`config.mk`:
```
export PLATFORM = sky130hd
export DESIGN_NAME = delta_list_callout_timer
export DESIGN_NICKNAME = d
export VERILOG_FILES = /design/src/rtl/dlct_pkg.sv /design/src/rtl/delta_list_callout_timer.sv /design/src/rtl/dlct_cell.sv /design/src/rtl/dlct_walk.sv
export SDC_FILE = /design/constraint.sdc
export NUM_CORES = 2
export LEC_CHECK = 0
export BUFFER_PORTS_ARGS = -buffer_cell sky130_fd_sc_hd__buf_2
export CORE_MARGIN = 1
export CORE_UTILIZATION = 45
export CTS_BUF_LIST = sky130_fd_sc_hd__clkbuf_4
export DETAILED_ROUTE_END_ITERATION = 16
export HOLD_SLACK_MARGIN = 0.05
export PLACE_DENSITY = 0.6
export SLEW_MARGIN = 20
export SYNTH_ARGS = -nofsm -noshare
export SYNTH_HDL_FRONTEND = slang
export SYNTH_SLANG_ARGS = --single-unit
```
`constraint.sdc`:
```
create_clock -name clk -period 121.5 [get_ports clk]
set_input_delay 24.3 -clock clk [delete_from_list [all_inputs] [get_ports clk]]
set_output_delay 24.3 -clock clk [all_outputs]
set_load 0.01 [all_outputs]
```
`src/rtl/dlct_pkg.sv`:
```
package dlct_pkg;

    // Operation codes on the func field
    localparam logic [1:0] FN_TICK     = 2'd0;
    localparam logic [1:0] FN_SCHEDULE = 2'd1;
    localparam logic [1:0] FN_CANCEL   = 2'd2;

    // Result status codes
    localparam logic [2:0] ST_EXPIRED   = 3'd0;
    localparam logic [2:0] ST_SCHEDULED = 3'd1;
    localparam logic [2:0] ST_CANCELLED = 3'd2;
    localparam logic [2:0] ST_FULL      = 3'd3;
    localparam logic [2:0] ST_NOT_FOUND = 3'd4;

    // Most expired entries reported for one tick
    localparam int MAX_RESULTS = 32;

    // One timeout entry as held by a cell of the list
    typedef struct packed {
        logic               valid;
        logic [7:0]         handler;
        logic [31:0]        argument;
        logic signed [16:0] delta;
    } dlct_entry_t;

    // Saturate a widened delta back into 17 bits
    function automatic logic signed [16:0] sat_delta(input logic signed [17:0] v);
        logic signed [16:0] r;
        if (v < -18'sd65536)
            r = -17'sd65536;
        else if (v > 18'sd65535)
            r = 17'sd65535;
        else
            r = v[16:0];
        return r;
    endfunction

    // Lateness of an expired entry, saturated at the 16-bit minimum
    function automatic logic signed [15:0] late_of(input logic signed [16:0] d);
        logic signed [15:0] r;
        if (d < -17'sd32768)
            r = -16'sd32768;
        else
            r = d[15:0];
        return r;
    endfunction

    // Entry is due when it is pending and its delta is zero or less
    function automatic logic is_due(input dlct_entry_t e);
        return e.valid && (e.delta[16] || (e.delta == 17'sd0));
    endfunction

endpackage

```
`src/rtl/delta_list_callout_timer.sv`:
```
// Delta-list callout timer.
// Input channel (in_valid/in_ready) takes one request: func selects tick,
// schedule or cancel; handler_id, argument, delay and hold_dispatch go with it.
// Output channel (out_valid/out_ready) returns results: status, handler,
// argument, lateness, tick count and last on the final result of a request.
// Pending timeouts sit in a row of NUM_ENTRIES cells in expiry order. Tick,
// schedule and cancel rotate the whole row once past a single walk unit, one
// cell per cycle; schedule and cancel then load their result. A schedule
// into a full table answers ST_FULL without a walk. Unless hold_dispatch is
// set, a tick then reports due heads one per cycle when not stalled, up to
// 32, each shifting the row by one cell. A request is taken only while no
// walk or report is busy; a finished result held in the output register
// does not block it. When the receiver stalls, the output register holds
// its result and the block waits before loading the next one.
// Reset empties the list and clears the tick count; no clearing pass needed.
module delta_list_callout_timer
#(
    parameter int NUM_ENTRIES = 32
)
(
    input  logic               clk,
    input  logic               rst_n,
    input  logic               in_valid,
    output logic               in_ready,
    input  logic [1:0]         func,
    input  logic [7:0]         handler_id,
    input  logic [31:0]        argument,
    input  logic [15:0]        delay,
    input  logic               hold_dispatch,
    output logic               out_valid,
    input  logic               out_ready,
    output logic [2:0]         status,
    output logic [7:0]         out_handler,
    output logic [31:0]        out_argument,
    output logic signed [15:0] lateness,
    output logic [31:0]        tick_count,
    output logic               last
);

    localparam int STEP_W = $clog2(NUM_ENTRIES);
    localparam int CNT_W  = $clog2(NUM_ENTRIES + 1);
    localparam int NRES_W = $clog2(dlct_pkg::MAX_RESULTS);

    typedef enum logic [1:0] {S_IDLE, S_WALK, S_DISPATCH, S_RESP} state_t;

    state_t                state_reg;
    logic [1:0]            op_reg;
    logic [7:0]            handler_reg;
    logic [31:0]           argument_reg;
    logic signed [16:0]    t_reg;
    logic                  hold_reg;
    logic                  done_reg;
    dlct_pkg::dlct_entry_t carry_reg;
    logic [STEP_W-1:0]     step_reg;
    logic [CNT_W-1:0]      count_reg;
    logic [NRES_W-1:0]     nres_reg;
    logic [2:0]            st_reg;
    logic [31:0]           ticks_reg;

    logic                  out_valid_reg;
    logic [2:0]            status_reg;
    logic [7:0]            out_handler_reg;
    logic [31:0]           out_argument_reg;
    logic signed [15:0]    lateness_reg;
    logic [31:0]           tick_count_reg;
    logic                  last_reg;

    dlct_pkg::dlct_entry_t cell_q [NUM_ENTRIES];
    dlct_pkg::dlct_entry_t tail_in;
    dlct_pkg::dlct_entry_t walk_tail;
    dlct_pkg::dlct_entry_t carry_next;
    logic                  done_next;
    logic signed [16:0]    t_next;
    logic                  shift;
    logic                  last_step;
    logic                  out_free;
    logic                  emit;
    logic                  emit_last;
    logic                  load_out;

    assign last_step = (step_reg == STEP_W'(NUM_ENTRIES - 1));
    assign out_free  = !out_valid_reg || out_ready;
    assign emit      = (state_reg == S_DISPATCH) && out_free && dlct_pkg::is_due(cell_q[0]);
    assign emit_last = (nres_reg == NRES_W'(dlct_pkg::MAX_RESULTS - 1)) ||
                       !dlct_pkg::is_due(cell_q[1]);
    // Output register takes a new result this cycle
    assign load_out  = emit || ((state_reg == S_RESP) && out_free);

    // Row shift control: rotate through the walk unit, or drop the head
    always_comb
    begin
        shift   = 1'b0;
        tail_in = walk_tail;
        if (state_reg == S_WALK)
            shift = 1'b1;
        else if (emit)
        begin
            shift   = 1'b1;
            tail_in = '0;
        end
    end

    // Row of list cells, head at index 0
    for (genvar i = 0; i < NUM_ENTRIES; i++)
    begin : g_cell
        dlct_pkg::dlct_entry_t d_in;
        if (i == NUM_ENTRIES - 1)
        begin : g_tail
            assign d_in = tail_in;
        end
        else
        begin : g_body
            assign d_in = cell_q[i+1];
        end
        dlct_cell u_cell
        (
            .clk   (clk),
            .rst_n (rst_n),
            .shift (shift),
            .d_in  (d_in),
            .q     (cell_q[i])
        );
    end

    dlct_walk u_walk
    (
        .op         (op_reg),
        .cur        (cell_q[0]),
        .nxt        (cell_q[1]),
        .carry      (carry_reg),
        .done       (done_reg),
        .t          (t_reg),
        .handler_id (handler_reg),
        .argument   (argument_reg),
        .last_step  (last_step),
        .tail       (walk_tail),
        .carry_next (carry_next),
        .done_next  (done_next),
        .t_next     (t_next)
    );

    // Sequencer and result register
    always_ff @(posedge clk or negedge rst_n)
    begin
        if (!rst_n)
        begin
            state_reg        <= S_IDLE;
            op_reg           <= dlct_pkg::FN_TICK;
            handler_reg      <= '0;
            argument_reg     <= '0;
            t_reg            <= '0;
            carry_reg        <= '0;
            done_reg         <= 1'b0;
            step_reg         <= '0;
            count_reg        <= '0;
            nres_reg         <= '0;
            st_reg           <= dlct_pkg::ST_EXPIRED;
            ticks_reg        <= '0;
            out_valid_reg    <= 1'b0;
            status_reg       <= dlct_pkg::ST_EXPIRED;
            out_handler_reg  <= '0;
            out_argument_reg <= '0;
            lateness_reg     <= '0;
            tick_count_reg   <= '0;
            last_reg         <= 1'b0;
            hold_reg         <= 1'b0;
        end
        else
        begin
            if (load_out)
                out_valid_reg <= 1'b1;
            else if (out_ready)
                out_valid_reg <= 1'b0;
            unique case (state_reg)
                S_IDLE:
                begin
                    if (in_valid)
                    begin
                        op_reg       <= func;
                        handler_reg  <= handler_id;
                        argument_reg <= argument;
                        hold_reg     <= hold_dispatch;
                        done_reg     <= 1'b0;
                        step_reg     <= '0;
                        carry_reg    <= '0;
                        t_reg        <= (delay == 16'd0) ? 17'sd1 : $signed({1'b0, delay});
                        case (func)
                            dlct_pkg::FN_TICK:
                            begin
                                ticks_reg <= ticks_reg + 32'd1;
                                state_reg <= S_WALK;
                            end
                            dlct_pkg::FN_SCHEDULE:
                            begin
                                if (count_reg == CNT_W'(NUM_ENTRIES))
                                begin
                                    st_reg    <= dlct_pkg::ST_FULL;
                                    state_reg <= S_RESP;
                                end
                                else
                                    state_reg <= S_WALK;
                            end
                            dlct_pkg::FN_CANCEL:
                            begin
                                state_reg <= S_WALK;
                            end
                            default:
                            begin
                                state_reg <= S_IDLE;
                            end
                        endcase
                    end
                end
                S_WALK:
                begin
                    carry_reg <= carry_next;
                    done_reg  <= done_next;
                    t_reg     <= t_next;
                    step_reg  <= step_reg + STEP_W'(1);
                    if (last_step)
                    begin
                        case (op_reg)
                            dlct_pkg::FN_TICK:
                            begin
                                nres_reg  <= '0;
                                state_reg <= hold_reg ? S_IDLE : S_DISPATCH;
                            end
                            dlct_pkg::FN_SCHEDULE:
                            begin
                                count_reg <= count_reg + CNT_W'(1);
                                st_reg    <= dlct_pkg::ST_SCHEDULED;
                                state_reg <= S_RESP;
                            end
                            default:
                            begin
                                if (done_next)
                                begin
                                    count_reg <= count_reg - CNT_W'(1);
                                    st_reg    <= dlct_pkg::ST_CANCELLED;
                                end
                                else
                                    st_reg <= dlct_pkg::ST_NOT_FOUND;
                                state_reg <= S_RESP;
                            end
                        endcase
                    end
                end
                S_DISPATCH:
                begin
                    if (!dlct_pkg::is_due(cell_q[0]))
                        state_reg <= S_IDLE;
                    else if (emit)
                    begin
                        status_reg       <= dlct_pkg::ST_EXPIRED;
                        out_handler_reg  <= cell_q[0].handler;
                        out_argument_reg <= cell_q[0].argument;
                        lateness_reg     <= dlct_pkg::late_of(cell_q[0].delta);
                        tick_count_reg   <= ticks_reg;
                        last_reg         <= emit_last;
                        count_reg        <= count_reg - CNT_W'(1);
                        nres_reg         <= nres_reg + NRES_W'(1);
                        if (emit_last)
                            state_reg <= S_IDLE;
                    end
                end
                S_RESP:
                begin
                    if (out_free)
                    begin
                        status_reg       <= st_reg;
                        out_handler_reg  <= handler_reg;
                        out_argument_reg <= argument_reg;
                        lateness_reg     <= 16'sd0;
                        tick_count_reg   <= ticks_reg;
                        last_reg         <= 1'b1;
                        state_reg        <= S_IDLE;
                    end
                end
                default:
                begin
                    state_reg <= S_IDLE;
                end
            endcase
        end
    end

    assign in_ready     = (state_reg == S_IDLE);
    assign out_valid    = out_valid_reg;
    assign status       = status_reg;
    assign out_handler  = out_handler_reg;
    assign out_argument = out_argument_reg;
    assign lateness     = lateness_reg;
    assign tick_count   = tick_count_reg;
    assign last         = last_reg;

endmodule

```
`src/rtl/dlct_cell.sv`:
```
module dlct_cell
(
    input  logic                 clk,
    input  logic                 rst_n,
    input  logic                 shift,
    input  dlct_pkg::dlct_entry_t d_in,
    output dlct_pkg::dlct_entry_t q
);

    logic               valid_reg;
    logic [7:0]         handler_reg;
    logic [31:0]        argument_reg;
    logic signed [16:0] delta_reg;

    // Occupancy flag
    always_ff @(posedge clk or negedge rst_n)
    begin
        if (!rst_n)
            valid_reg <= 1'b0;
        else if (shift)
            valid_reg <= d_in.valid;
    end

    // Entry payload, taken from the neighbor on each shift
    always_ff @(posedge clk)
    begin
        if (shift)
        begin
            handler_reg  <= d_in.handler;
            argument_reg <= d_in.argument;
            delta_reg    <= d_in.delta;
        end
    end

    assign q = '{valid: valid_reg, handler: handler_reg,
                 argument: argument_reg, delta: delta_reg};

endmodule

```
`src/rtl/dlct_walk.sv`:
```
module dlct_walk
(
    input  logic [1:0]            op,
    input  dlct_pkg::dlct_entry_t cur,
    input  dlct_pkg::dlct_entry_t nxt,
    input  dlct_pkg::dlct_entry_t carry,
    input  logic                  done,
    input  logic signed [16:0]    t,
    input  logic [7:0]            handler_id,
    input  logic [31:0]           argument,
    input  logic                  last_step,
    output dlct_pkg::dlct_entry_t tail,
    output dlct_pkg::dlct_entry_t carry_next,
    output logic                  done_next,
    output logic signed [16:0]    t_next
);

    dlct_pkg::dlct_entry_t mod_nxt;
    logic signed [16:0]    dec_delta;

    // Decremented head delta and successor with the removed delta folded in
    always_comb
    begin
        dec_delta = dlct_pkg::sat_delta(18'(cur.delta) - 18'sd1);
        mod_nxt   = nxt;
        if (nxt.valid && cur.delta > 17'sd0)
            mod_nxt.delta = dlct_pkg::sat_delta(18'(nxt.delta) + 18'(cur.delta));
    end

    // One list element passes the walk point per cycle
    always_comb
    begin
        tail       = cur;
        carry_next = carry;
        done_next  = done;
        t_next     = t;
        case (op)
            dlct_pkg::FN_TICK:
            begin
                if (!done)
                begin
                    if (cur.valid)
                    begin
                        tail.delta = dec_delta;
                        done_next  = !dec_delta[16];
                    end
                    else
                        done_next = 1'b1;
                end
            end
            dlct_pkg::FN_SCHEDULE:
            begin
                if (done)
                begin
                    // Everything behind the insert point slips by one cell
                    tail       = carry;
                    carry_next = cur;
                end
                else if (cur.valid && cur.delta < t)
                begin
                    if (cur.delta > 17'sd0)
                        t_next = t - cur.delta;
                end
                else
                begin
                    tail       = '{valid: 1'b1, handler: handler_id,
                                   argument: argument, delta: t};
                    carry_next = cur;
                    if (cur.valid)
                        carry_next.delta = dlct_pkg::sat_delta(18'(cur.delta) - 18'(t));
                    done_next  = 1'b1;
                end
            end
            dlct_pkg::FN_CANCEL:
            begin
                if (done)
                begin
                    // Skip mode: take the element after the head
                    tail = last_step ? '0 : nxt;
                end
                else if (cur.valid && cur.handler == handler_id &&
                         cur.argument == argument)
                begin
                    tail      = last_step ? '0 : mod_nxt;
                    done_next = 1'b1;
                end
            end
            default:
            begin
                tail = cur;
            end
        endcase
    end

endmodule

```
Yosys cells after proc, flatten, opt, wreduce, memory -nomap -nowiden:

Cells that the tools add are included.

* eq/ne operators: 29
* $add $sub $neg: 9
* reduce and logical (&&, ||, !) cells: 38
* multiplexer cells: 101
* $lt $le $gt $ge: 9

Operators with widths (count)
* 2-to-1 mux 58 bit: 12
* 2-to-1 mux 17 bit: 15
* 2-to-1 mux 32 bit: 6
* case mux 32 bit (2 select lines): 2
* case mux 58 bit (2 select lines): 1
* case mux 41 bit (2 select lines): 1
* 2-to-1 mux 16 bit: 5
* > comparator 18 x 17 -> 1 bit (second input constant): 3
* < comparator 18 x 17 -> 1 bit (second input constant): 3
* case mux 17 bit (3 select lines): 1
* zero test 17 bit: 2
* case mux 17 bit (2 select lines): 1
* adder 32 x 1 -> 32 bit (second input constant): 1
* == test 32 bit: 1
* case mux 16 bit (2 select lines): 1
* 2-to-1 mux 5 bit: 5
* 2-to-1 mux 3 bit: 8
* 2-to-1 mux 6 bit: 4
* 2-to-1 mux 8 bit: 3
* case mux 6 bit (2 select lines): 2
* case mux 5 bit (2 select lines): 2
* adder 17 x 17 -> 18 bit: 1
* 2-to-1 mux 2 bit: 9
* case mux 3 bit (2 select lines): 3
* other kinds (36): 94

* input bits: 63
* output and inout bits: 94
* bits in registers: 2121
* logic and storage cells: 337

Logic depth before layout (Yosys ltp):

* depth in word-level cells: 12
* mapped depth: 15
* gate-level depth less buffers: 13

Modules after synthesis:

A second synthesis with hierarchy kept.

* cells, all modules: 4364
* area, all modules: 75935.3 um^2

By module, submodules not included
* dlct_cell: area each 1759.2 um^2, sequential area each 1736.7 um^2, cells each 60, instances 32
* delta_list_callout_timer: area each 11692.5 um^2, sequential area each 6631.4 um^2, cells each 1255, instances 1
* dlct_walk: area each 7948.9 um^2, sequential area each 0.0 um^2, cells each 1189, instances 1

Least setup slack after synthesis:

OpenSTA, ideal clock, no wires.

* path kind: input-to-reg
* start point: in out_ready
* end point: reg g_cell[1].u_cell.valid_reg
* data required time: 119.882 ns
* library setup time: 1.618 ns
* setup slack: 58.944 ns
* arrival time: 60.938 ns
* cell stages on the path: 7
* path buffers: 2
* cell sequence: nor2b_1 nor3_2 buf_4 nor2_1 clkbuf_1 inv_1 o21ai_0

* word-level cells in the longest chain between the ends: 5

RTL lines
* start, declared: RTL line delta_list_callout_timer.sv:31 `input logic out_ready,`
* logical OR 1 bit: RTL line delta_list_callout_timer.sv:82 `assign out_free = !out_valid_reg || out_ready;`
* logical AND 1 bit (2 in a row): RTL line delta_list_callout_timer.sv:83 `assign emit = (state_reg == S_DISPATCH) && out_free && dlct_pkg::is_due(cell_q[0]);`
* 2-to-1 mux 1 bit: RTL line delta_list_callout_timer.sv:96 `else if (emit)`
* 2-to-1 mux 1 bit: RTL line delta_list_callout_timer.sv:94 `if (state_reg == S_WALK)`
* via g_cell[0].u_cell.shift: RTL line dlct_cell.sv:5 `input logic shift,`
* end signal, assigned: RTL line dlct_cell.sv:21 `valid_reg <= d_in.valid;`
* end, declared: RTL line dlct_cell.sv:10 `logic valid_reg;`

The timed path passes the listed nets, and every way through them passes these cells.
A chain may end at the register's enable or synchronous reset.

Worst setup path after layout:

* start point: in out_ready
* end point: reg g_cell[18].u_cell.argument_reg[18] (enable)

* word-level cells in the longest chain between the ends: 5

RTL lines
* logical OR 1 bit: RTL line delta_list_callout_timer.sv:82
* logical AND 1 bit (2 in a row): RTL line delta_list_callout_timer.sv:83
* 2-to-1 mux 1 bit: RTL line delta_list_callout_timer.sv:96
* 2-to-1 mux 1 bit: RTL line delta_list_callout_timer.sv:94
* via g_cell[0].u_cell.shift: RTL line dlct_cell.sv:5
* end signal, assigned: RTL line dlct_cell.sv:30 `argument_reg <= d_in.argument;`
* end, declared: RTL line dlct_cell.sv:12 `logic [31:0] argument_reg;`

The timed path passes the listed nets, and every way through them passes these cells.

==> metrics.csv <==
stage,metric,value,unit
die,die_x,406.5,µm
setup_path,worst-path-max-fanout,218,
setup_path,cp.arrival,30550,ps
cts,insertion_delay,1310,ps
route,drt-total-wl,142.2,mm
cts,cts_setup_buffers,0,
power,p_leak,31.57,nW
logic_synthesis,synthTopCellsByCount,"edfxtp_1, nand2_1, dfrtp_1, o21ai_0, a21oi_1",
cts,hold_buffers,0,
setup_path,r2r_end,g_cell[18].u_cell.argument_reg[18],
die,chipHeight,406.5,µm
logic_synthesis,synth_cell_type_count,96,
power,vdd_ir_drop_max,0.00003781,V
setup_path,crit_path_end_kind,flip-flop,
sta,hold_violations,0,
setup_path,worst_path_max_delay_cell,buf_12,
sta,clock.fmax,0.03371,GHz
global_route,grt_pass1_vias,36871,
logic_synthesis,synth_top_family_by_area,compound AO/OA/AOI/OAI gates,
die,core.rowCount,148,
place,place_congestion,0.8905,
logic_synthesis,synth_cells,4097,
logic_synthesis,synthXorXnorAreaFrac,1.320,%
logic_synthesis,yosysSeqAreaShare,84.47,%
sta,final-max-slew-violation-count,0,
die,num_io_pins,157,
route,drt_iter0_markers,3354,
die,fp.dieArea,0.1653,mm²
global_route,antenna_found_initial,14,
cells_and_area,nFillCells,13463,
cts,clkSlewWorstSetupHoldPaths,70,ps
logic_synthesis,synth_edf_count,1824,
logic_synthesis,synth_most_common_cell,edfxtp_1,
logic_synthesis,yosysTopAreaCellShare,74.38,%
logic_synthesis,ys.flop_type,edfxtp_1,
logic_synthesis,syn_avg_cell_area,17.97,µm²
setup_path,critical_path_class,primary input to flip-flop,
cts,clockBufferDepth,4,
cts,cts_buffers,545,
global_route,grt_max_degree,219,
worst_hold_path,min_to,g_cell[4].u_cell.argument_reg[10],
logic_synthesis,syn-num-nets,4228,
place,dp_hpwl,81.27,mm
setup_path,slowest_delay,880,ps
logic_synthesis,async_flop_share,14.00,%
logic_synthesis,synth_warnings,0,
logic_synthesis,synthAdderAreaFrac,1.227,%
run_status,violations,design-rule violations,
run,maxCapViolCount,0,
sta,layout_setup_ws,91830,ps
sta,worst_pin_slew,1066,ps
run_status,status,"complete, but fails checks",
route,dr.pass1.iters,14,
logic_synthesis,ys_ff_latch,2121,
power,p_per_area,31.31,mW/mm²
cts,h-tree-depth,6,
setup_path,cp-start-kind,primary input,
route,drt-wirelength-per-cell,19.55,µm
cells_and_area,layout-drive-gt1-share,22.24,%
global_route,grt_usage,17.42,%
logic_synthesis,post_synth_and_or_nand_nor_area_fraction,5.257,%
logic_synthesis,synth_compound_area_share,5.388,%
sta,relSlewSlack,28.96,%
die,core,0.1626,mm²
cells_and_area,area_delta_synth_final,13.81,%
place,port_buffers,156,
sta,rsz0062_at_grt,false,
die,initial_utilization,45.29,%
cts,clock-sinks,2121,
route,ant_nets,0,
setup_path,crit_start,out_ready,
logic_synthesis,yosys-top-cells-area,"edfxtp_1, dfrtp_1, nand2_1, o21ai_0, ha_1",
global_route,grt_pass1_wl,218.3,mm
cts,cts_tree,built,
sta,setup-tns-final,0,ps
cts,root_buffer,clkbuf_4,
logic_synthesis,synth.largest_area_cell,edfxtp_1,
worst_hold_path,min_path_type,flip-flop to flip-flop,
setup_path,required,122380,ps
global_route,grt-ovfl-total,0,
setup_path,regToRegStartpoint,g_cell[0].u_cell.delta_reg[1],
route,viasPerCell,5.102,
worst_hold_path,min_from,g_cell[5].u_cell.argument_reg[10],
route,num_vias,37113,
setup_path,ff2ff_setup_slack,113130,ps
setup_path,rr_worst_depth,15,
power,finalPower,2.624,mW
cells_and_area,largest_reg_flops,1024,
worst_hold_path,holdPathStages,0,
setup_path,cp_common_cell,buf_4,
place,dp_slack,90290,ps
cts,post_cts_resized,0,
sta,setup_viol,0,
route,drcViolationCount,2,
logic_synthesis,syn-cell-area,0.07364,mm²
setup_path,cp_cell_sequence,"buf_2, nor2b_1, nor3_2, buf_4, nor2_2, buf_4, inv_8, buf_4, buf_4, buf_12, buf_12, buf_4",
sta,fin_crit_sh,24.42,%
sta,finClkSkew,114.1,ps
sta,fin_crit,29670,ps
cells_and_area,num-nets-final,4833,
logic_synthesis,muxShareOfSynthArea,1.167,%
critical path: cells and delay by family:
kind | cells | cell delay [ps]
buffers and inverters | 9 | 5520
and+or+nand+nor | 3 | 390
cell usage in the layout (no fill, tap or decap), drive strengths merged, types with 7 or more instances in the layout:
master	synthesis	routed
and2	14	14
dfrtp	297	297
edfxtp	1824	1824
a21oi	159	159
o221ai	16	16
a221oi	17	17
nor4	24	24
clkinv	0	106
mux2	31	31
a211oi	21	21
ha	65	65
or3	8	8
nand2	579	579
o21a	9	9
a22oi	46	46
o21ai	213	213
buf	47	209
xnor2	48	48
nand4	10	10
a22o	8	8
inv	61	77
nand3	56	56
a21o	21	21
o211ai	14	14
a311oi	7	7
nand2b	19	19
o31ai	16	16
nor3	35	35
diode	0	14
xor2	63	63
bufinv	0	8
mux2i	51	51
clkbuf	104	797
nor2b	10	10
a31oi	19	19
a21boi	7	7
and3	17	17
nor2	81	81
cell type report:
type,instances,area [µm²],share of cell area (%)
multi-input combinational,1764,10650,12.71
timing repair buffer,209,1237,1.476
sequential,2121,62210,74.23
inverter,61,236.5,0.2822
tap,2175,2721,3.247
clock inverter,133,735.7,0.8778
clock buffer,797,5983,7.139
antenna,14,35.03,0.04180
metal layers:
metal / share of wire (%) / global-route usage [%] / vias to the layer above
met4: 2.7 / 7.295 / 2
met5: 0.0091 / 0 / -
met3: 6.8 / 4.827 / 309
met1: 46 / 25.14 / 18473
met2: 45 / 24.87 / 1267
li1: - / - / 17062
worst max path at each step:
stage / slack (ps) / endpoint / depth (start not counted)
detailed placement: 90290 / g_cell[16].u_cell.argument_reg[29] / 12
CTS: 91770 / g_cell[12].u_cell.argument_reg[24] / 12
floorplan: 58940 / g_cell[1].u_cell.valid_reg / 7
finish: 91830 / g_cell[18].u_cell.argument_reg[18] / 12
global route: 91520 / g_cell[25].u_cell.argument_reg[21] / 12
global placement: 90480 / g_cell[13].u_cell.argument_reg[26] / 12
report_power, final:
part / internal [mW] / switching, mW
Sequential: 1.34 / 0.151
Combinational: 0.146 / 0.390
Clock: 0.317 / 0.277
per-stage QoR:
stage | std cells | area [µm²] | util (%) | hold WS (ps)
2_1_floorplan | 4097 | 73640 | - | 400.3
3_3_place_gp | 6329 | 77020 | 47.37 | 400.3
3_5_place_dp | 6330 | 77040 | 47.39 | 404.5
4_1_cts | 7260 | 83760 | 51.52 | 364.3
5_1_grt | 7270 | 83800 | 51.54 | 375.3
6_report | 7274 | 83810 | 51.55 | 368.9
cells by family (layout without fill, tap and decap cells):
group | count (synthesis) | count (layout)
DFF | 2121 | 2121
and+or+nand+nor | 875 | 875
AOI/OAI and AO/OA | 625 | 625
buffers and inverters | 212 | 1200
xor gates and xnor gates | 111 | 111
muxes | 82 | 82
adders and majority gates | 71 | 71
other | 0 | 14
(Power assumes the default switching activity.)
